$ cat src/rtl/core/irpd_pkg.sv
// Package: frame timing constants, phase encoding and the per-tick result struct.
package irpd_pkg;

  localparam int MAX_BITS     = 64;
  localparam int NOMINAL_BITS = 32;

  localparam logic [16:0] T_BIT_MARK   = 17'd750;
  localparam logic [16:0] T_ZERO_SPACE = 17'd750;
  localparam logic [16:0] T_ONE_SPACE  = 17'd2150;
  localparam logic [16:0] T_HDR        = 17'd2850;
  localparam logic [17:0] T_MIN_LEN    = 18'd108000;

  // Shortest gap: frame length minus the nominal frame body, clamped at zero.
  localparam int NOMINAL_BODY = 2 * (750 + 750) + NOMINAL_BITS * (750 + 2150);
  localparam int MIN_GAP_INT  = (NOMINAL_BODY < 108000) ? (108000 - NOMINAL_BODY) : 0;
  localparam logic [16:0] MIN_GAP = 17'(MIN_GAP_INT);

  localparam logic [6:0] MAX_BITS_W = 7'(MAX_BITS);

  typedef enum logic [7:0] {
    PH_IDLE      = 8'b0000_0001,
    PH_PRE_MARK  = 8'b0000_0010,
    PH_PRE_SPACE = 8'b0000_0100,
    PH_HDR_MARK  = 8'b0000_1000,
    PH_HDR_SPACE = 8'b0001_0000,
    PH_BIT_MARK  = 8'b0010_0000,
    PH_BIT_SPACE = 8'b0100_0000,
    PH_GAP       = 8'b1000_0000
  } phase_t;

  typedef struct packed {
    logic level;
    logic busy;
    logic done;
  } irpd_res_t;

endpackage

$ cat src/rtl/core/irpd_seq.sv
// Frame sequencer: phase, segment timer, shift register and repeat counter.
module irpd_seq import irpd_pkg::*; (
  input  logic        clk,
  input  logic        rst_n,
  input  logic        step_en,
  input  logic        operation,
  input  logic [63:0] payload,
  input  logic [6:0]  bit_count,
  input  logic [15:0] repeat_count,
  output irpd_res_t   res
);

  phase_t      phase_r, phase_nxt;
  logic [16:0] seg_r, seg_nxt;
  logic [17:0] elapsed_r, elapsed_nxt;
  logic [63:0] shift_r, shift_nxt;
  logic [63:0] saved_word_r, saved_word_nxt;
  logic [6:0]  bits_left_r, bits_left_nxt;
  logic [6:0]  saved_bits_r, saved_bits_nxt;
  logic [15:0] frames_left_r, frames_left_nxt;

  logic [6:0]  n_sat;
  logic [63:0] start_word;
  logic [16:0] seg_dec;
  logic [16:0] gap_raw;
  logic [16:0] gap_len;

  assign n_sat      = (bit_count > MAX_BITS_W) ? MAX_BITS_W : bit_count;
  assign start_word = (n_sat == 7'd0) ? 64'd0 : (payload << (7'd64 - n_sat));
  assign seg_dec    = (seg_r != 17'd0) ? (seg_r - 17'd1) : seg_r;
  assign gap_raw    = (elapsed_r < T_MIN_LEN) ? 17'(T_MIN_LEN - elapsed_r) : 17'd0;
  assign gap_len    = (gap_raw < MIN_GAP) ? MIN_GAP : gap_raw;

  always_comb begin
    phase_nxt       = phase_r;
    seg_nxt         = seg_r;
    elapsed_nxt     = elapsed_r;
    shift_nxt       = shift_r;
    saved_word_nxt  = saved_word_r;
    bits_left_nxt   = bits_left_r;
    saved_bits_nxt  = saved_bits_r;
    frames_left_nxt = frames_left_r;
    res             = '0;

    if (operation) begin
      saved_bits_nxt  = n_sat;
      saved_word_nxt  = start_word;
      frames_left_nxt = repeat_count;
      shift_nxt       = start_word;
      bits_left_nxt   = n_sat;
      phase_nxt       = PH_PRE_MARK;
      seg_nxt         = T_BIT_MARK;
      elapsed_nxt     = 18'(T_BIT_MARK);
      res.busy        = 1'b1;
    end else if (phase_r != PH_IDLE) begin
      res.busy  = 1'b1;
      res.level = (phase_r == PH_PRE_MARK) || (phase_r == PH_HDR_MARK) ||
                  (phase_r == PH_BIT_MARK);
      seg_nxt   = seg_dec;
      if (seg_dec == 17'd0) begin
        // a zero gap, or the gap running out, both close the frame
        logic close_frame;
        close_frame = 1'b0;
        unique case (phase_r)
          PH_PRE_MARK: begin
            phase_nxt   = PH_PRE_SPACE;
            seg_nxt     = T_ZERO_SPACE;
            elapsed_nxt = elapsed_r + 18'(T_ZERO_SPACE);
          end
          PH_PRE_SPACE: begin
            phase_nxt   = PH_HDR_MARK;
            seg_nxt     = T_HDR;
            elapsed_nxt = elapsed_r + 18'(T_HDR);
          end
          PH_HDR_MARK: begin
            phase_nxt   = PH_HDR_SPACE;
            seg_nxt     = T_HDR;
            elapsed_nxt = elapsed_r + 18'(T_HDR);
          end
          PH_HDR_SPACE, PH_BIT_SPACE: begin
            phase_nxt   = PH_BIT_MARK;
            seg_nxt     = T_BIT_MARK;
            elapsed_nxt = elapsed_r + 18'(T_BIT_MARK);
          end
          PH_BIT_MARK: begin
            if (bits_left_r != 7'd0) begin
              shift_nxt     = {shift_r[62:0], 1'b0};
              bits_left_nxt = bits_left_r - 7'd1;
              phase_nxt     = PH_BIT_SPACE;
              seg_nxt       = shift_r[63] ? T_ONE_SPACE : T_ZERO_SPACE;
              elapsed_nxt   = elapsed_r + 18'(shift_r[63] ? T_ONE_SPACE : T_ZERO_SPACE);
            end else if (gap_len == 17'd0) begin
              close_frame = 1'b1;
            end else begin
              phase_nxt = PH_GAP;
              seg_nxt   = gap_len;
            end
          end
          default: close_frame = 1'b1;
        endcase
        if (close_frame) begin
          if (frames_left_r != 16'd0) begin
            frames_left_nxt = frames_left_r - 16'd1;
            shift_nxt       = saved_word_r;
            bits_left_nxt   = saved_bits_r;
            phase_nxt       = PH_PRE_MARK;
            seg_nxt         = T_BIT_MARK;
            elapsed_nxt     = 18'(T_BIT_MARK);
          end else begin
            phase_nxt = PH_IDLE;
            seg_nxt   = 17'd0;
            res.done  = 1'b1;
          end
        end
      end
    end
  end

  always_ff @(posedge clk) begin
    if (!rst_n) begin
      phase_r <= PH_IDLE;
    end else if (step_en) begin
      phase_r <= phase_nxt;
    end
  end

  always_ff @(posedge clk) begin
    if (step_en) begin
      seg_r         <= seg_nxt;
      elapsed_r     <= elapsed_nxt;
      shift_r       <= shift_nxt;
      saved_word_r  <= saved_word_nxt;
      bits_left_r   <= bits_left_nxt;
      saved_bits_r  <= saved_bits_nxt;
      frames_left_r <= frames_left_nxt;
    end
  end

`ifndef SYNTH
  a_start_loads: assert property (@(posedge clk) disable iff (!rst_n)
    step_en && operation |=> phase_r == PH_PRE_MARK && seg_r == T_BIT_MARK)
    else $error("start beat did not load the leading mark");
  a_done_idles: assert property (@(posedge clk) disable iff (!rst_n)
    step_en && res.done |=> phase_r == PH_IDLE)
    else $error("sequencer still running after final tick");
  a_seg_live: assert property (@(posedge clk) disable iff (!rst_n)
    phase_r != PH_IDLE && $past(step_en) |-> seg_r != 17'd0)
    else $error("segment timer empty while sending");
`endif

endmodule

$ cat src/rtl/core/ir_pulse_distance_frame_sender.sv
// Top level: input register, frame sequencer and result register.
//
//  channel | ports                                              | dir
//  --------+----------------------------------------------------+-----
//  in      | in_valid in_ready in_operation in_payload          | in
//          | in_bit_count in_repeat_count                       |
//  out     | out_valid out_ready out_ir_level out_busy_res      | out
//          | out_done_res                                       |
//
// One beat per cycle sustained while out_ready is high; a beat's result reaches
// the outputs through the input register, then the sequencer update into the
// result register.
// The sequencer state advances only when the result register can take a beat.
// Synchronous active-low reset empties both registers and idles the sequencer.
// A stalled output holds its beat; the input register still takes one more.
module ir_pulse_distance_frame_sender import irpd_pkg::*; (
  input  logic        clk,
  input  logic        rst_n,
  input  logic        in_valid,
  output logic        in_ready,
  input  logic        in_operation,
  input  logic [63:0] in_payload,
  input  logic [6:0]  in_bit_count,
  input  logic [15:0] in_repeat_count,
  output logic        out_valid,
  input  logic        out_ready,
  output logic        out_ir_level,
  output logic        out_busy_res,
  output logic        out_done_res
);

  logic        in_v_r;
  logic        in_op_r;
  logic [63:0] in_payload_r;
  logic [6:0]  in_bits_r;
  logic [15:0] in_rep_r;
  logic        out_v_r;
  irpd_res_t   out_res_r;
  irpd_res_t   step_res;
  logic        step_en;

  assign step_en  = in_v_r && (!out_v_r || out_ready);
  assign in_ready = !in_v_r || step_en;

  always_ff @(posedge clk) begin
    if (!rst_n) begin
      in_v_r  <= 1'b0;
      out_v_r <= 1'b0;
    end else begin
      if (in_ready) begin
        in_v_r <= in_valid;
      end
      if (step_en) begin
        out_v_r <= 1'b1;
      end else if (out_ready) begin
        out_v_r <= 1'b0;
      end
    end
  end

  always_ff @(posedge clk) begin
    if (in_ready && in_valid) begin
      in_op_r      <= in_operation;
      in_payload_r <= in_payload;
      in_bits_r    <= in_bit_count;
      in_rep_r     <= in_repeat_count;
    end
    if (step_en) begin
      out_res_r <= step_res;
    end
  end

  irpd_seq u_seq (
    .clk          (clk),
    .rst_n        (rst_n),
    .step_en      (step_en),
    .operation    (in_op_r),
    .payload      (in_payload_r),
    .bit_count    (in_bits_r),
    .repeat_count (in_rep_r),
    .res          (step_res)
  );

  assign out_valid    = out_v_r;
  assign out_ir_level = out_res_r.level;
  assign out_busy_res = out_res_r.busy;
  assign out_done_res = out_res_r.done;

`ifndef SYNTH
  a_done_busy: assert property (@(posedge clk) disable iff (!rst_n)
    out_v_r && out_res_r.done |-> out_res_r.busy)
    else $error("done beat without busy");
  a_hold_input: assert property (@(posedge clk) disable iff (!rst_n)
    in_v_r && out_v_r && !out_ready |=> in_v_r)
    else $error("input beat dropped during output stall");
  a_step_fills: assert property (@(posedge clk) disable iff (!rst_n)
    step_en |=> out_v_r)
    else $error("stepped beat missing from result register");
`endif

endmodule

$ cat config.mk
export PLATFORM = sky130hd
export DESIGN_NAME = ir_pulse_distance_frame_sender
export DESIGN_NICKNAME = d
export VERILOG_FILES = /design/src/rtl/core/irpd_pkg.sv /design/src/rtl/core/irpd_seq.sv /design/src/rtl/core/ir_pulse_distance_frame_sender.sv
export SDC_FILE = /design/constraint.sdc
export NUM_CORES = 1
export LEC_CHECK = 0
export ABC_AREA = 0
export BUFFER_PORTS_ARGS = -buffer_cell sky130_fd_sc_hd__clkbuf_2
export CAP_MARGIN = 20
export CORE_MARGIN = 3
export CORE_UTILIZATION = 59
export CTS_CLUSTER_DIAMETER = 200
export DETAILED_ROUTE_END_ITERATION = 6
export PLACE_DENSITY_LB_ADDON = 0.15
export RECOVER_POWER = 100
export SLEW_MARGIN = 20
export SYNTH_ARGS = -nofsm -noshare
export SYNTH_HDL_FRONTEND = slang
export SYNTH_SLANG_ARGS = --single-unit
$ cat constraint.sdc
create_clock -name clk -period 10.31 [get_ports clk]
set_input_delay 0.5155 -clock clk [delete_from_list [all_inputs] [get_ports clk]]
set_output_delay 0.5155 -clock clk [all_outputs]
set_load 0.02 [all_outputs]
==> metrics, run 1 <==
syn nets=slightly above 2000; CTS tree=yes; mean area per synthesized cell=~10 sq um; post-synth cell types=89; slew at the pin closest to its max-slew limit=between 4000 and 5000 ps; number of buffers inserted by hold repair at cts=0; synthesized-area fraction occupied by and/or/nand/nor cells=0.174; antenna violations before repair=2; Seq pwr share=0.440; fraction of final layout cells with drive strength greater than 1=0.145; warning count from the yosys run=0; mux contribution to synthesized area=0.131; number of clock sinks seen by CTS=around 300; die height=roughly 190 um; DRC errors left=0; hold_sp=in_payload[56]; residual overflow from global routing=0; violations in the final reports=max-capacitance violations, max-slew violations; final worst-path cycle share=0.708; io pins=slightly below 100; category of cells accounting for the largest share of critical-path delay=simple AND/OR/NAND/NOR gates; x dimension of the die=between 150 and 200 um; Max Root-Sink Buffers=3; worst min-delay path category=in -> reg; number of global-route vias before repair=roughly 15000; flop and latch count out of synthesis=slightly below 300; sw frac=0.283; area of the mapped netlist=19200 sq um; combinational share of power=0.192; Nets=between 2000 and 2500; Adder-Cell Fraction of Synth Area=0.0121; global-route wire length before repair=roughly 82000 um; post-CTS setup repair buffer count=0; highest fanout seen on the critical path=37; area growth from synthesis to final layout=8.63%; Gate Count Post-Synth=roughly 1900; Post-Synth XOR/XNOR Area=0.0260; kind of capture point of the worst setup path=flop; All-Layer GR Usage=0.287; post-route setup TNS=0 ps; post-place instance area=19800 sq um; Std-Cell Rows=between 60 and 70; number of I/O port buffers=96; net switching power figure=approximately 910 uW; count of flip-flops with a built-in enable after synthesis=between 200 and 300; run status=finished, violations left; initial standard-cell utilization of the core=0.603; routability-driven placement congestion ratio=a little under 1; P per Cell Area=roughly 150 nW/um^2; combinational family with the most area after synthesis=simple AND/OR/NAND/NOR gates; total inserted antenna cells=0; P_int=around 2300 uW; critical path class=reg -> reg; fillers=around 2600; clock insertion delay at the later pin of the skew report=520 ps; data arrival time of the worst path=7510 ps; total via count in the routed design=approximately 16000; maximum frequency from static timing analysis=roughly 140 MHz; Pleak=~0.0074 uW; Resized Gates After CTS=0; Critical Path Max Stage Delay=about 1800 ps; Worst Setup Slack post-DPL=5380 ps; Initial DRC Count=2185; clock share of power=0.367; largest net degree at the start of global routing=roughly 90; Fin Clk Skew=~16 ps; Critical Path, Cell by Cell=nand2b_2, clkbuf_1, ha_1, nand4bb_1, a21oi_1, or2_0, nor2_1, a32oi_1, o21a_1, o31ai_1; share of the synthesized area in compound gates (AO/OA/AOI/OAI)=0.164; prevailing post-synth register cell=sky130_fd_sc_hd__edfxtp_1; post-layout worst setup margin=approximately 3000 ps; tightest slew margin relative to the limit=-1.95; Routed WL=about 50000 um; r2r startpoint=in_bits_r[6]; Final Max Slew Viols=433; FFs w/ async S/R, synth=0; peak ir drop on the vdd network=around 0.20 mV; maximum level of the CTS H-tree=2; root buffer cell=sky130_fd_sc_hd__clkbuf_16; Routed wire per std cell=21.7 um; RSZ-0062 raised after global routing=no; Clk pin slew, worst setup/hold paths=about 60 ps; Max stage delay cell, worst path=sky130_fd_sc_hd__or2_0; area of the placeable core=about 32000 sq um; final hold vios=0; critical path startpoint=in_bits_r[6]; minimum period implied by the final worst setup slack=about 7300 ps; number of buffers inserted during clock tree synthesis=34; required time at the worst-slack endpoint=between 10000 and 15000 ps; CP bufs+invs=1; ANT nets after route=0; Detailed Place HPWL=34600 um; type of element launching the critical path=flop; Non-Filler Cell Area, Final=~21000 sq um; Max-cap violations=7; post-synthesis sequential area ratio=0.455; length of the first detailed-routing pass in iterations=6; die area=around 35000 sq um; total setup violations reported at the end of the flow=0; DR vias/cell=about 6.7
==> cell usage after synthesis, types with 5 or more instances <==
library cell,instances,area (sq um)
sky130_fd_sc_hd__nand2_1,319,1200
sky130_fd_sc_hd__edfxtp_1,284,8530
sky130_fd_sc_hd__nor2_1,146,548
sky130_fd_sc_hd__a21oi_1,124,621
sky130_fd_sc_hd__clkbuf_1,99,372
sky130_fd_sc_hd__o21ai_0,86,430
sky130_fd_sc_hd__mux2i_1,68,681
sky130_fd_sc_hd__mux4_2,67,1510
sky130_fd_sc_hd__nand3_1,59,295
sky130_fd_sc_hd__nor3_1,36,180
sky130_fd_sc_hd__and2_1,30,188
sky130_fd_sc_hd__o22ai_1,30,188
sky130_fd_sc_hd__xnor2_1,30,263
sky130_fd_sc_hd__mux2_2,29,327
sky130_fd_sc_hd__o211ai_1,28,210
sky130_fd_sc_hd__a21o_1,26,195
sky130_fd_sc_hd__a311oi_1,26,228
sky130_fd_sc_hd__and3_1,26,163
sky130_fd_sc_hd__inv_1,25,93.8
sky130_fd_sc_hd__xor2_1,25,219
sky130_fd_sc_hd__a31oi_1,24,150
sky130_fd_sc_hd__buf_2,21,105
sky130_fd_sc_hd__nor2b_1,19,119
sky130_fd_sc_hd__buf_1,17,63.8
sky130_fd_sc_hd__ha_1,17,213
sky130_fd_sc_hd__nor4_1,16,100
sky130_fd_sc_hd__a211oi_1,15,113
sky130_fd_sc_hd__nand4_1,15,93.8
sky130_fd_sc_hd__nand2b_1,14,87.6
sky130_fd_sc_hd__o31ai_1,13,97.6
sky130_fd_sc_hd__or3_1,12,75.1
sky130_fd_sc_hd__dfxtp_1,10,200
sky130_fd_sc_hd__a22oi_1,8,60.1
sky130_fd_sc_hd__a32oi_1,7,61.3
sky130_fd_sc_hd__o2bb2ai_1,7,61.3
sky130_fd_sc_hd__a211o_1,6,52.6
sky130_fd_sc_hd__buf_4,6,45.0
sky130_fd_sc_hd__a221oi_1,5,43.8
sky130_fd_sc_hd__a32o_1,5,50.1
sky130_fd_sc_hd__o2111ai_1,5,43.8
sky130_fd_sc_hd__o21a_1,5,37.5
==> per-stage QoR <==
step	power, uW	hold WS [ps]	util	cells
after floorplan	1860	465	-	1902
after global placement	2030	481	0.623	2308
after detailed placement	2040	502	0.623	2309
after CTS	3220	152	0.658	2371
after global routing	3340	153	0.655	2371
final	3230	165	0.655	2371
==> layer usage <==
layer	GRT usage	wire [um]	vias up
li1	-	-	7234
met1	0.441	22400	7606
met2	0.422	22300	896
met3	0.0513	5350	108
met4	0.0773	1410	4
met5	0	25	-
==> power groups by stage <==
stage | Sequential (uW) | Clock [uW] | Combinational, uW
final | 1420 | 1190 | 622
after global routing | 1430 | 1250 | 659
after CTS | 1420 | 1200 | 601
after detailed placement | 1440 | 0 | 598
after global placement | 1440 | 0 | 587
after floorplan | 1430 | 0 | 432
==> state kept, by name, indices dropped and copies added, names as in the netlist <==
| register | flops |
|---|---|
| in_rep_r | 16 |
| u_seq.saved_bits_r | 7 |
| u_seq.elapsed_r | 18 |
| u_seq.phase_r | 8 |
| u_seq.seg_r | 17 |
| in_op_r | 1 |
| in_v_r | 1 |
| u_seq.bits_left_r | 7 |
| in_payload_r | 64 |
| in_bits_r | 7 |
| out_busy_res | 1 |
| out_valid | 1 |
| u_seq.saved_word_r | 64 |
| u_seq.frames_left_r | 16 |
| u_seq.shift_r | 64 |
| out_done_res | 1 |
| out_ir_level | 1 |
==> layout by cell type (no fill, tap or decap), types with 30 or more instances in the layout <==
cell                        synthesis  routed
sky130_fd_sc_hd__o21ai_0           86      89
sky130_fd_sc_hd__nand2_1          319     318
sky130_fd_sc_hd__clkbuf_16          0      34
sky130_fd_sc_hd__xnor2_1           30      30
sky130_fd_sc_hd__mux2i_1           68      67
sky130_fd_sc_hd__nand3_1           59      58
sky130_fd_sc_hd__clkbuf_2           0      89
sky130_fd_sc_hd__o22ai_1           30      30
sky130_fd_sc_hd__a21oi_1          124     124
sky130_fd_sc_hd__nor2_1           146     144
sky130_fd_sc_hd__nor3_1            36      35
sky130_fd_sc_hd__edfxtp_1         284     284
sky130_fd_sc_hd__mux4_2            67      67
==> area by class of cell <==
type	count	area [sq um]	area share
clock buffer	41	877	0.0421
clock inverter	21	215	0.0103
inverter	27	101	0.00486
multi-input combinational	1434	9760	0.468
sequential	294	8730	0.419
tap	435	544	0.0261
timing repair buffer	119	622	0.0298
==> path summary, 6_finish.rpt <==
kind                                           to  slack, ps  cells past startpoint
worst max-delay path            u_seq.shift_r[58]       3010                     10
worst min-delay path             in_payload_r[56]        160                      1
worst max register to register  u_seq.shift_r[58]       3010                     10
worst min register to register   u_seq.phase_r[3]        500                      2
==> worst register-to-register path, stage by stage (launching register included) <==
cell                        delay (ps)
sky130_fd_sc_hd__edfxtp_1          600
sky130_fd_sc_hd__nand2b_2          200
sky130_fd_sc_hd__clkbuf_1         1820
sky130_fd_sc_hd__ha_1              790
sky130_fd_sc_hd__nand4bb_1         160
sky130_fd_sc_hd__a21oi_1           230
sky130_fd_sc_hd__or2_0            1840
sky130_fd_sc_hd__nor2_1            510
sky130_fd_sc_hd__a32oi_1           580
sky130_fd_sc_hd__o21a_1            220
sky130_fd_sc_hd__o31ai_1            70
==> logic make-up (layout without fill, tap and decap cells) <==
| logic type | after synthesis | count (layout) |
|---|---|---|
| DFF | 294 | 294 |
| adders and majority gates | 18 | 18 |
| and+or+nand+nor | 724 | 724 |
| AOI/OAI and AO/OA | 472 | 472 |
| xor gates and xnor gates | 56 | 56 |
| buffers and inverters | 174 | 208 |
| muxes | 164 | 164 |
Power figures use the tool's default switching activity.
==> inputs of run 2 (changes only) <==
--- a/config.mk
+++ b/config.mk
@@ -5,11 +5,11 @@
 export SDC_FILE = /design/constraint.sdc
 export NUM_CORES = 1
 export LEC_CHECK = 0
-export ABC_AREA = 0
+export ABC_AREA = 1
 export BUFFER_PORTS_ARGS = -buffer_cell sky130_fd_sc_hd__clkbuf_2
 export CAP_MARGIN = 20
 export CORE_MARGIN = 3
-export CORE_UTILIZATION = 59
+export CORE_UTILIZATION = 57
 export CTS_CLUSTER_DIAMETER = 200
 export DETAILED_ROUTE_END_ITERATION = 6
 export PLACE_DENSITY_LB_ADDON = 0.15
==> constraint.sdc (replaced) <==
create_clock -name clk -period 5.9 [get_ports clk]
set_input_delay 0.295 -clock clk [delete_from_list [all_inputs] [get_ports clk]]
set_output_delay 0.295 -clock clk [all_outputs]
set_load 0.02 [all_outputs]
==> run 2 against run 1 <==
Effect of this change: the run still ends with max-capacitance violations, max-slew violations left; via count up 15%; clock-buffer cell count up 4; setup slack worse by 1800 ps; clock skew up 16 ps; global-route usage up 2.1 points; sequential cell count unchanged; largest power group unchanged; highest routed layer is now met4.
==> metrics, run 2 <==
most common cell after layout, fill and taps aside=sky130_fd_sc_hd__nand2_1; RSZ-0062 raised after global routing=no; tightest slew margin relative to the limit=-1.60 (+0.350); share of the synthesized area in compound gates (AO/OA/AOI/OAI)=0.106 (-0.0581); P_int=3950 uW (+71%); Routed WL=55400 um (+7.7%); area of the placeable core=32900 sq um (+3.6%); x dimension of the die=190 um (+1.9%); run status=finished, violations left; warning count from the yosys run=0 (unchanged); Clk pin slew, worst setup/hold paths=60 ps (about the same); count of cells along the worst register-to-register path=14 (+4); largest area contributor in the synthesized netlist=sky130_fd_sc_hd__edfxtp_1; number of I/O port buffers=96 (unchanged); data arrival time of the worst path=4840 ps (-2670 ps); Max Root-Sink Buffers=3 (unchanged); Std-Cell Rows=66 (+1.5%); synthesized-area fraction occupied by and/or/nand/nor cells=0.346 (+0.173); type of element launching the critical path=flop; prevailing post-synth register cell=sky130_fd_sc_hd__edfxtp_1; kind of capture point of the worst setup path=flop; Detailed Place HPWL=37700 um (+8.9%); mux contribution to synthesized area=0 (-0.131); number of global-route vias before repair=17447 (+19%); Initial DRC Count=1867 (-15%); syn nets=2708 (+35%); final worst-path cycle share=0.793 (+0.0853); global-route wire length before repair=89300 um (+9.0%); Nets=2810 (+39%); area share of the leading cell type in the synthesized netlist=0.442 (-0.00231); Pleak=0.00935 uW (+27%); minimum period implied by the final worst setup slack=4680 ps (-2620 ps); ANT nets after route=0 (unchanged); CTS tree=yes; number of clock sinks seen by CTS=294 (unchanged); hold_sp=in_valid; DRC errors left=0 (unchanged); Seq pwr share=0.438 (-0.002); total setup violations reported at the end of the flow=0 (unchanged); Post-Synth XOR/XNOR Area=0.0105 (-0.0154); fillers=2814 (+9.2%); residual overflow from global routing=0 (unchanged); peak ir drop on the vdd network=0.250 mV (+28%); length of the first detailed-routing pass in iterations=6 (unchanged); most instantiated cells after synthesis=920 x sky130_fd_sc_hd__nand2_1, 378 x sky130_fd_sc_hd__nand3_1, 284 x sky130_fd_sc_hd__edfxtp_1; initial standard-cell utilization of the core=0.585 (-0.0180); r2r setup slk=1220 ps (-1790 ps); flop and latch count out of synthesis=294 (unchanged); Resized Gates After CTS=0 (unchanged); slew at the pin closest to its max-slew limit=3890 ps (-526 ps); Min-Delay Path Depth=3 (+2); clock insertion delay at the later pin of the skew report=550 ps (+30 ps); post-layout worst setup margin=1220 ps (-1790 ps); most frequent cells in the layout=918 x sky130_fd_sc_hd__nand2_1, 380 x sky130_fd_sc_hd__nand3_1, 284 x sky130_fd_sc_hd__edfxtp_1; Final Max Slew Viols=72 (-83%); area growth from synthesis to final layout=12.8%; maximum level of the CTS H-tree=2 (unchanged); violations in the final reports=max-capacitance violations, max-slew violations; worst min-delay path category=in -> reg; P per Cell Area=260 nW/um^2 (+68%); clock share of power=0.358 (-0.009); fraction of final layout cells with drive strength greater than 1=0.0671 (-0.0775); routability-driven placement congestion ratio=0.974 (-0.93%); Gate Count Post-Synth=2598 (+37%); top-count cell post-synth=sky130_fd_sc_hd__nand2_1; post-route setup TNS=0 ps (unchanged); All-Layer GR Usage=0.308 (+0.0208); final hold vios=0 (unchanged); Routed wire per std cell=17.5 um (-19%); count of flip-flops with a built-in enable after synthesis=284 (unchanged); combinational share of power=0.204 (+0.012); post-synthesis sequential area ratio=0.453 (-0.00236); end of the worst register-to-register path=u_seq.elapsed_r[14]; total inserted antenna cells=0 (unchanged); Max-cap violations=1 (-6); number of buffers inserted during clock tree synthesis=34 (unchanged); required time at the worst-slack endpoint=6060 ps (-4470 ps); antenna violations before repair=0 (-2); Fin Clk Skew=31.3 ps (+15.6 ps); top flop regs=in_payload_r: 64 flops, u_seq.saved_word_r: 64 flops, u_seq.shift_r: 64 flops; io pins=97 (unchanged); critical path class=reg -> reg; mean area per synthesized cell=7.42 sq um (-26%); post-CTS setup repair buffer count=0 (unchanged); area of the mapped netlist=19300 sq um (+0.52%); combinational family with the most area after synthesis=simple AND/OR/NAND/NOR gates; largest net degree at the start of global routing=98 (+11%); r2r startpoint=u_seq.seg_r[0]; FFs w/ async S/R, synth=0 (unchanged); post-synth cell types=47 (-47%); highest fanout seen on the critical path=57 (+54%); Adder-Cell Fraction of Synth Area=0.0121 (-0.0000629); maximum frequency from static timing analysis=214 MHz (+56%); Hold Path End=in_v_r; ranking of synthesized cells by area=sky130_fd_sc_hd__edfxtp_1 44%, sky130_fd_sc_hd__nand2_1 18%, sky130_fd_sc_hd__nand3_1 9.8%, sky130_fd_sc_hd__o211ai_1 4.8%, sky130_fd_sc_hd__nor2_1 4.0%; sw frac=0.301 (+0.0179); root buffer cell=sky130_fd_sc_hd__clkbuf_16; net switching power figure=1700 uW (+86%); die area=36100 sq um (+3.9%); die height=190 um (+1.9%); Worst Setup Slack post-DPL=1830 ps (-3550 ps); DR vias/cell=5.76 (-14%); total via count in the routed design=18238 (+15%)
run 2: cell types whose count changed in the layout (fill, tap and decap cells not counted), moves of 67 or more:
| cell | before | now |
|---|---|---|
| sky130_fd_sc_hd__nand2_1 | 318 | 918 |
| sky130_fd_sc_hd__nand3_1 | 58 | 380 |
| sky130_fd_sc_hd__inv_1 | 26 | 198 |
| sky130_fd_sc_hd__o211ai_1 | 28 | 124 |
| sky130_fd_sc_hd__dlygate4sd3_1 | 0 | 88 |
| sky130_fd_sc_hd__a21oi_1 | 124 | 48 |
| sky130_fd_sc_hd__mux2i_1 | 67 | 0 |
| sky130_fd_sc_hd__mux4_2 | 67 | 0 |
run 2: final cells by class:
cell class                 count  area (sq um)  area share
multi-input combinational   1955          9150       0.421
sequential                   294          8730       0.401
timing repair buffer         206          1480      0.0681
clock buffer                  45           902      0.0415
inverter                     209           790      0.0363
tap                          442           553      0.0254
clock inverter                17           154     0.00707
run 2: stage by stage:
| stage | std cells | power, uW | area, sq um | utilization | hold slack, ps |
|---|---|---|---|---|---|
| floorplan | 2598 | 3300 | 19300 | - | 379 |
| global placement | 3018 | 3580 | 19900 | 0.604 | 471 |
| detailed placement | 3018 | 3590 | 19900 | 0.604 | 474 |
| CTS | 3168 | 5660 | 21800 | 0.663 | 14.1 |
| global route | 3168 | 5920 | 21800 | 0.661 | 38.5 |
| finish | 3168 | 5650 | 21800 | 0.661 | 35.1 |
run 2: what timing repair did:
action | in CTS | in global routing
setup endpoints to repair | 0 | 0
hold endpoints to repair | 88 | 0
hold buffers | 88 | 0
run 2: cells by family after synthesis:
kind of cell             Yosys count
AND/OR/NAND/NOR                 1585
adder cells (fa/ha/maj)           18
flip-flops                       294
XOR/XNOR                          21
buffers and inverters            349
AO/OA/AOI/OAI                    331
run 2: routing by layer:
metal | track usage | vias up | wire length (um)
met1 | 0.409 | 8455 | 23500
met5 | 0 | - | 0
met2 | 0.518 | 672 | 26500
met3 | 0.0357 | 131 | 3240
li1 | - | 8980 | -
met4 | 0.121 | 0 | 2150
run 2: critical path, stage by stage (launching register included):
cell                       delay [ps]
sky130_fd_sc_hd__edfxtp_1         410
sky130_fd_sc_hd__inv_1            150
sky130_fd_sc_hd__ha_1             230
sky130_fd_sc_hd__nand2_1          100
sky130_fd_sc_hd__nor2_1           210
sky130_fd_sc_hd__nand3_1          570
sky130_fd_sc_hd__xor2_1           350
sky130_fd_sc_hd__nor2_1           140
sky130_fd_sc_hd__nand3_1           90
sky130_fd_sc_hd__nor2_1           120
sky130_fd_sc_hd__nand3_1          280
sky130_fd_sc_hd__nand2_4          230
sky130_fd_sc_hd__nand2_4          140
sky130_fd_sc_hd__clkinv_2         510
sky130_fd_sc_hd__buf_4            710
run 2: how the worst max path moves through the flow:
stage / start / end / slack [ps] / depth (start not counted)
2_1_floorplan: in_op_r / u_seq.saved_bits_r[0] / 1270 / 5
3_3_place_gp: u_seq.seg_r[0] / u_seq.elapsed_r[15] / 1910 / 14
3_5_place_dp: u_seq.seg_r[0] / u_seq.elapsed_r[16] / 1830 / 14
4_1_cts: u_seq.seg_r[0] / u_seq.elapsed_r[3] / 1830 / 14
5_1_grt: u_seq.seg_r[0] / u_seq.elapsed_r[0] / 760 / 14
6_report: u_seq.seg_r[0] / u_seq.elapsed_r[14] / 1220 / 14
run 2: power groups by stage:
stage	Sequential, uW	Combinational, uW	Clock (uW)
2_1_floorplan	2510	793	0
3_3_place_gp	2510	1070	0
3_5_place_dp	2510	1080	0
4_1_cts	2470	1130	2060
5_1_grt	2480	1280	2150
6_report	2480	1150	2030
